**src/sv/isig_pkg.sv**
```systemverilog
// ----------------------------------------------------------------------------
// isig_pkg
// shared types, register codes and fixed-point constants of the int8 sigmoid
// ----------------------------------------------------------------------------
package isig_pkg;

  typedef struct packed {
    logic signed [7:0] sample;
    logic              last_in;
  } isig_in_t;

  typedef struct packed {
    logic signed [7:0] result;
    logic              last_out;
  } isig_out_t;

  // sideband that rides along every pipeline stage
  typedef struct packed {
    logic valid;
    logic last;
    logic neg;
  } isig_ctl_t;

  typedef enum logic [1:0] {
    REG_DQ_SCALE      = 2'd0,
    REG_INV_SCALE_OUT = 2'd1,
    REG_ACT_MIN       = 2'd2,
    REG_ACT_MAX       = 2'd3
  } isig_reg_t;

  localparam int          CFG_AW       = 4;
  localparam logic [37:0] LN2_Q32      = 38'd2977044472;
  // 34 * ln2 in q32, exp(-a) is zero from here on
  localparam logic [37:0] EXP_LIMIT    = 38'd101219512048;
  localparam int          K_W          = 6;
  localparam int          SRCH_STAGES  = 3;
  localparam int          SERIES_TERMS = 16;
  localparam int          DIV_Q_W      = 31;
  localparam int          DIV_STAGES   = 16;
  localparam logic [30:0] SIG_ONE      = 31'h4000_0000;

  // ceil(2^36 / n), exact quotient of a 32-bit value by n after >> 36
  function automatic logic [36:0] recip_magic(input int n);
    logic [36:0] m;
    unique case (n)
      1:       m = 37'd68719476736;
      2:       m = 37'd34359738368;
      3:       m = 37'd22906492246;
      4:       m = 37'd17179869184;
      5:       m = 37'd13743895348;
      6:       m = 37'd11453246123;
      7:       m = 37'd9817068106;
      8:       m = 37'd8589934592;
      9:       m = 37'd7635497416;
      10:      m = 37'd6871947674;
      11:      m = 37'd6247225158;
      12:      m = 37'd5726623062;
      13:      m = 37'd5286113596;
      14:      m = 37'd4908534053;
      15:      m = 37'd4581298450;
      16:      m = 37'd4294967296;
      default: m = '0;
    endcase
    return m;
  endfunction

endpackage

```
**src/sv/isig_reduce.sv**
```systemverilog
// ----------------------------------------------------------------------------
// isig_reduce
// magnitude times input scale, then a = k*ln2 + r by restoring search
// ----------------------------------------------------------------------------
module isig_reduce (
  input  logic                clk,
  input  logic                rst_n,
  input  logic                en,
  input  isig_pkg::isig_ctl_t ctl_i,
  input  logic [7:0]          sample_i,
  input  logic [23:0]         dq_scale_i,
  output isig_pkg::isig_ctl_t ctl_o,
  output logic [31:0]         r_o,
  output logic [5:0]          k_o,
  output logic                zero_o
);
  import isig_pkg::*;

  logic [7:0]  mag;
  logic [43:0] a32;
  logic        big;
  logic [31:0] a_r;
  isig_ctl_t   ctl0_r;
  isig_ctl_t   ctl_r  [SRCH_STAGES+1];
  logic [37:0] rem_r  [SRCH_STAGES+1];
  logic [5:0]  k_r    [SRCH_STAGES+1];
  logic        zero_r [SRCH_STAGES+1];
  logic [37:0] rem_nxt [SRCH_STAGES];
  logic [5:0]  k_nxt   [SRCH_STAGES];

  assign mag = sample_i[7] ? 8'(~sample_i + 8'd1) : sample_i;
  assign a32 = {a_r, 12'd0};
  assign big = a32 >= 44'(EXP_LIMIT);

  // two quotient bits per stage, msb first
  always_comb begin
    logic [37:0] rem_t;
    logic [5:0]  k_t;
    logic [37:0] thr;
    for (int s = 0; s < SRCH_STAGES; s++) begin
      rem_t = rem_r[s];
      k_t   = k_r[s];
      for (int j = 0; j < 2; j++) begin
        thr = LN2_Q32 << (5 - 2 * s - j);
        if (rem_t >= thr) begin
          rem_t = rem_t - thr;
          k_t   = {k_t[4:0], 1'b1};
        end else begin
          k_t   = {k_t[4:0], 1'b0};
        end
      end
      rem_nxt[s] = rem_t;
      k_nxt[s]   = k_t;
    end
  end

  always_ff @(posedge clk) begin
    if (!rst_n) begin
      ctl0_r <= '0;
      for (int i = 0; i <= SRCH_STAGES; i++) ctl_r[i] <= '0;
    end else if (en) begin
      ctl0_r   <= ctl_i;
      ctl_r[0] <= ctl0_r;
      for (int i = 0; i < SRCH_STAGES; i++) ctl_r[i+1] <= ctl_r[i];
    end
  end

  always_ff @(posedge clk) begin
    if (en) begin
      a_r       <= 32'(mag) * 32'(dq_scale_i);
      rem_r[0]  <= a32[37:0];
      k_r[0]    <= '0;
      zero_r[0] <= big;
      for (int i = 0; i < SRCH_STAGES; i++) begin
        rem_r[i+1]  <= rem_nxt[i];
        k_r[i+1]    <= k_nxt[i];
        zero_r[i+1] <= zero_r[i];
      end
    end
  end

  assign ctl_o  = ctl_r[SRCH_STAGES];
  assign r_o    = rem_r[SRCH_STAGES][31:0];
  assign k_o    = k_r[SRCH_STAGES];
  assign zero_o = zero_r[SRCH_STAGES];

endmodule

```
**config.mk**
```make
export PLATFORM = sky130hd
export DESIGN_NAME = isig_reduce
export DESIGN_NICKNAME = d
export VERILOG_FILES = /design/src/sv/isig_pkg.sv /design/src/sv/isig_reduce.sv
export SDC_FILE = /design/constraint.sdc
export NUM_CORES = 1
export LEC_CHECK = 0
export BUFFER_PORTS_ARGS = -buffer_cell sky130_fd_sc_hd__buf_4
export CELL_PAD_IN_SITES_DETAIL_PLACEMENT = 1
export CELL_PAD_IN_SITES_GLOBAL_PLACEMENT = 1
export CORE_MARGIN = 1.5
export CORE_UTILIZATION = 45
export DETAILED_ROUTE_END_ITERATION = 10
export PLACE_DENSITY = 0.88
export REMOVE_ABC_BUFFERS = 1
export SYNTH_ARGS = -nofsm -noshare
export SYNTH_HDL_FRONTEND = slang
export SYNTH_SLANG_ARGS = --single-unit
```
**constraint.sdc**
```tcl
create_clock -name clk -period 6.05 [get_ports clk]
set_input_delay 0.605 -clock clk [delete_from_list [all_inputs] [get_ports clk]]
set_output_delay 0.605 -clock clk [all_outputs]
set_load 0.01 [all_outputs]
```
==> metrics.md <==
| Metric | Value |
|---|---|
| Hold_buf cts | `0` |
| Pwr dens | `603 nW/um^2` |
| CTS Buffer Depth | `2` |
| Syn Inst Count | `1695` |
| Synth area leader | `edfxtp_1` |
| Routed Antenna Nets | `0` |
| Fin. max-slew vios | `0` |
| Crit path kind | `primary input to flip-flop` |
| Distinct cells, synth | `92` |
| Failing checks | `DRC, setup timing` |
| FF+latch count, synth | `173` |
| CTS Buf Count | `17` |
| Critical Path Fanout Max | `5` |
| Slowest CP cell | `fa_1` |
| Complex-gate fraction of the synthesized area | `14.5%` |
| Drt pass-1 iters | `7` |
| Sequential element share of the synthesized area | `31.5%` |
| Final Setup Violations | `6` |
| CP dominant cell by count | `fa_1` |
| Largest family of logic cells by synthesized area | `adder cells` |
| TNS Setup | `-0.471 ns` |
| Chip height | `194 um` |
| DR vias/cell | `5.73` |
| DRC | `5` |
| Final #Nets | `2057` |
| Final instance area | `18900 sq um` |
| RSZ-0062 raised after global routing | `true` |
| Clock Latency Late Sink | `0.44 ns` |
| Initial Utilization | `45.9%` |
| Top post-synthesis cells by area | `edfxtp_1 31%, fa_1 16%, xnor2_1 5.4%` |
| Most frequent cell after synthesis | `inv_1` |
| Hold path depth | `0` |
| Tmin final | `6.16 ns` |
| Ys flop type | `edfxtp_1` |
| CTS tree | `done` |
| CTS sink cnt | `173` |
| Crit share post-route | `102%` |
| NetSw | `5.22 mW` |
| Pint | `6.19 mW` |
| Max-cap violations | `0` |
| XOR/XNOR Fraction of Synth Area | `7.64%` |
| Synth warn | `0` |
| H-Tree Level Count | `4` |
| Status | `finished with violations` |
| DIE WIDTH | `194 um` |
| Clock power frac | `9.3%` |
| Clock Skews | `0.0121 ns` |
| Setup ws final | `-0.109 ns` |
| Tightest Pin Transition | `1.01 ns` |
| First-pass GRT wire length | `72000 um` |
| Root buffer cell | `clkbuf_16` |
| Clk slew on worst S/H paths | `0.07 ns` |
| HP Class | `flip-flop to flip-flop` |
| Required @ worst endpoint | `6.22 ns` |
| Post-synthesis mux area share | `0.931%` |
| Area of the mapped netlist | `16400 sq um` |
| R2R cell count | `11` |
| Number of diodes | `0` |
| CP Launch Type | `primary input` |
| Antenna violations before repair | `0` |
| Die area | `37600 sq um` |
| Average cell area after synthesis | `9.67 sq um` |
| Crit path capture type | `flip-flop` |
| Vias | `13200` |
| Dpl cell area | `17900 sq um` |
| F_max | `0.162 GHz` |
| Top cells by count, synth | `185 x inv_1, 170 x edfxtp_1, 156 x nand2_1, 136 x and2_1, 132 x fa_1` |
| Post-synthesis adder-cell area fraction | `20.6%` |
| Lkg Pwr | `7.75 nW` |
| DR WL/cell | `19.7 um` |
| Placer Congestion | `0.885` |
| Routed WL | `45300 um` |
| Final Hold Viols | `0` |
| Share of layout cells above drive strength 1 | `16.0%` |
| Register share of total power | `23.6%` |
| Filler Cell Count | `4019` |
| Ports | `80` |
| Total grt overflow | `0` |
| Total Routing Usage GR | `23.6%` |
| Crit path arrival time | `6.33 ns` |
| Synth-to-layout area growth | `15.4%` |
| VDD IR-drop max | `0.000283 V` |
| CP bufs+invs | `8` |
| Top cell type's share of synthesized area | `31.1%` |
| Crit-path max cell delay | `0.61 ns` |
| Core area | `35700 sq um` |
| Async S/R FF share, synth | `0%` |
| Delay-heaviest family, CP | `adder cells` |
| Largest net degree at the start of global routing | `92` |
| Slew Limit Headroom | `32.5%` |
| Simple-gate share of the synthesized area | `18.6%` |
| Number of enable flip-flop cells after synthesis | `170` |
| # rows | `69` |
| Number of global-route vias before repair | `14600` |
| CP Depth | `27` |
| I/O Buffers | `74` |
| Switch share | `45.8%` |
| DP Wirelength | `34700 um` |
| Combinational power share | `67.2%` |
| Initial DRC count | `477` |
[cells in the final DEF, fill, tap and decap left out, types with 6 or more instances in the layout]
cell type	instances
clkbuf_16	17
nand2b_1	15
a21oi_2	6
inv_1	182
inv_2	6
a21boi_0	6
mux2i_1	13
xnor2_1	97
nand4_1	10
a31o_2	7
nor2b_1	12
nand2_1	154
o2111ai_1	11
fa_1	131
o211ai_1	20
nand3_1	23
or4_1	8
a21oi_1	63
o31ai_1	9
a31oi_1	11
o21ai_0	53
nor3_1	43
buf_6	10
o21a_1	12
a211oi_1	17
ha_1	54
buf_4	161
and2_1	132
edfxtp_1	170
and3_1	23
or3_1	21
nor2_1	90
xor2_1	42
a21o_1	13
o31a_1	8
[power groups by stage]
stage          sequential, mW  clock, mW  combinational, mW
2_1_floorplan            2.60          0               4.88
3_3_place_gp             2.65          0               6.55
3_5_place_dp             2.70          0               7.16
4_1_cts                  2.68       1.08               7.33
5_1_grt                  2.75       1.12               8.41
6_report                 2.69       1.06               7.66
[final timing paths]
kind	startpoint	endpoint	slack (ns)
max	sample_i[2]	a_r[31]	-0.11
min reg2reg	rem_r[2][5]	rem_r[3][5]	0.42
min	rem_r[2][5]	rem_r[3][5]	0.42
max reg2reg	rem_r[0][20]	rem_r[1][26]	0.74
[metal layers]
layer | GRT usage [%] | wire length, um | share of wire, %
met1 | 24.3 | 16900 | 37
met2 | 46.8 | 25000 | 55
met3 | 2.80 | 1330 | 2.9
met4 | 11.4 | 2090 | 4.6
met5 | 0 | 0 | 0
[per-stage QoR]
stage               hold slack, ns  power, mW  worst slack [ns]  cells  utilization, %
floorplan                    0.400       7.49             -1.10   1633               -
global placement             0.402       9.20            -0.424   2250            50.0
detailed placement           0.406       9.86            -0.810   2250            50.0
CTS                          0.421       11.1           -0.0268   2293            52.3
global route                 0.424       12.3            -0.414   2302            52.9
finish                       0.416       11.4            -0.109   2302            52.9
[worst reg2reg max path: stages, from the launching register on]
cell	delay (ns)
edfxtp_1	0.50
nor4_2	0.47
nand3b_1	0.30
a21oi_1	0.57
o21a_1	0.71
buf_4	0.29
nor2_1	0.06
a211oi_1	0.71
a41o_1	0.38
or3_1	0.43
nor3_1	0.09
or4_1	0.53
[logic make-up after synthesis]
family          after synthesis
compound gates              334
xor+xnor                    143
fa+ha+maj                   191
buf+inv                     254
flops                       173
mux                          15
other cells                   1
simple gates                584
[timing repair]
item,4_1_cts,5_1_grt
pin swaps,31,39
buffers inserted,10,9
cloned,1,1
setup endpoints to repair,8,8
gates resized for setup,30,39
[registers in the layout, summed over array words and instances (netlist names)]
signal and count:
zero_r 4, rem_r 110, k_r 12, a_r 32
ctl_r 12, ctl0_r 3
[area by class of cell]
class	count	area (sq um)	share of cell area, %
multi-input cells	1272	10500	55.5
flip-flops and latches	173	5160	27.3
repair buffers	176	1410	7.44
inverters	188	706	3.73
well taps	461	577	3.05
clock buffers	17	425	2.25
clock inverters	15	136	0.721
Note: power is estimated with default switching activity, not from simulation.
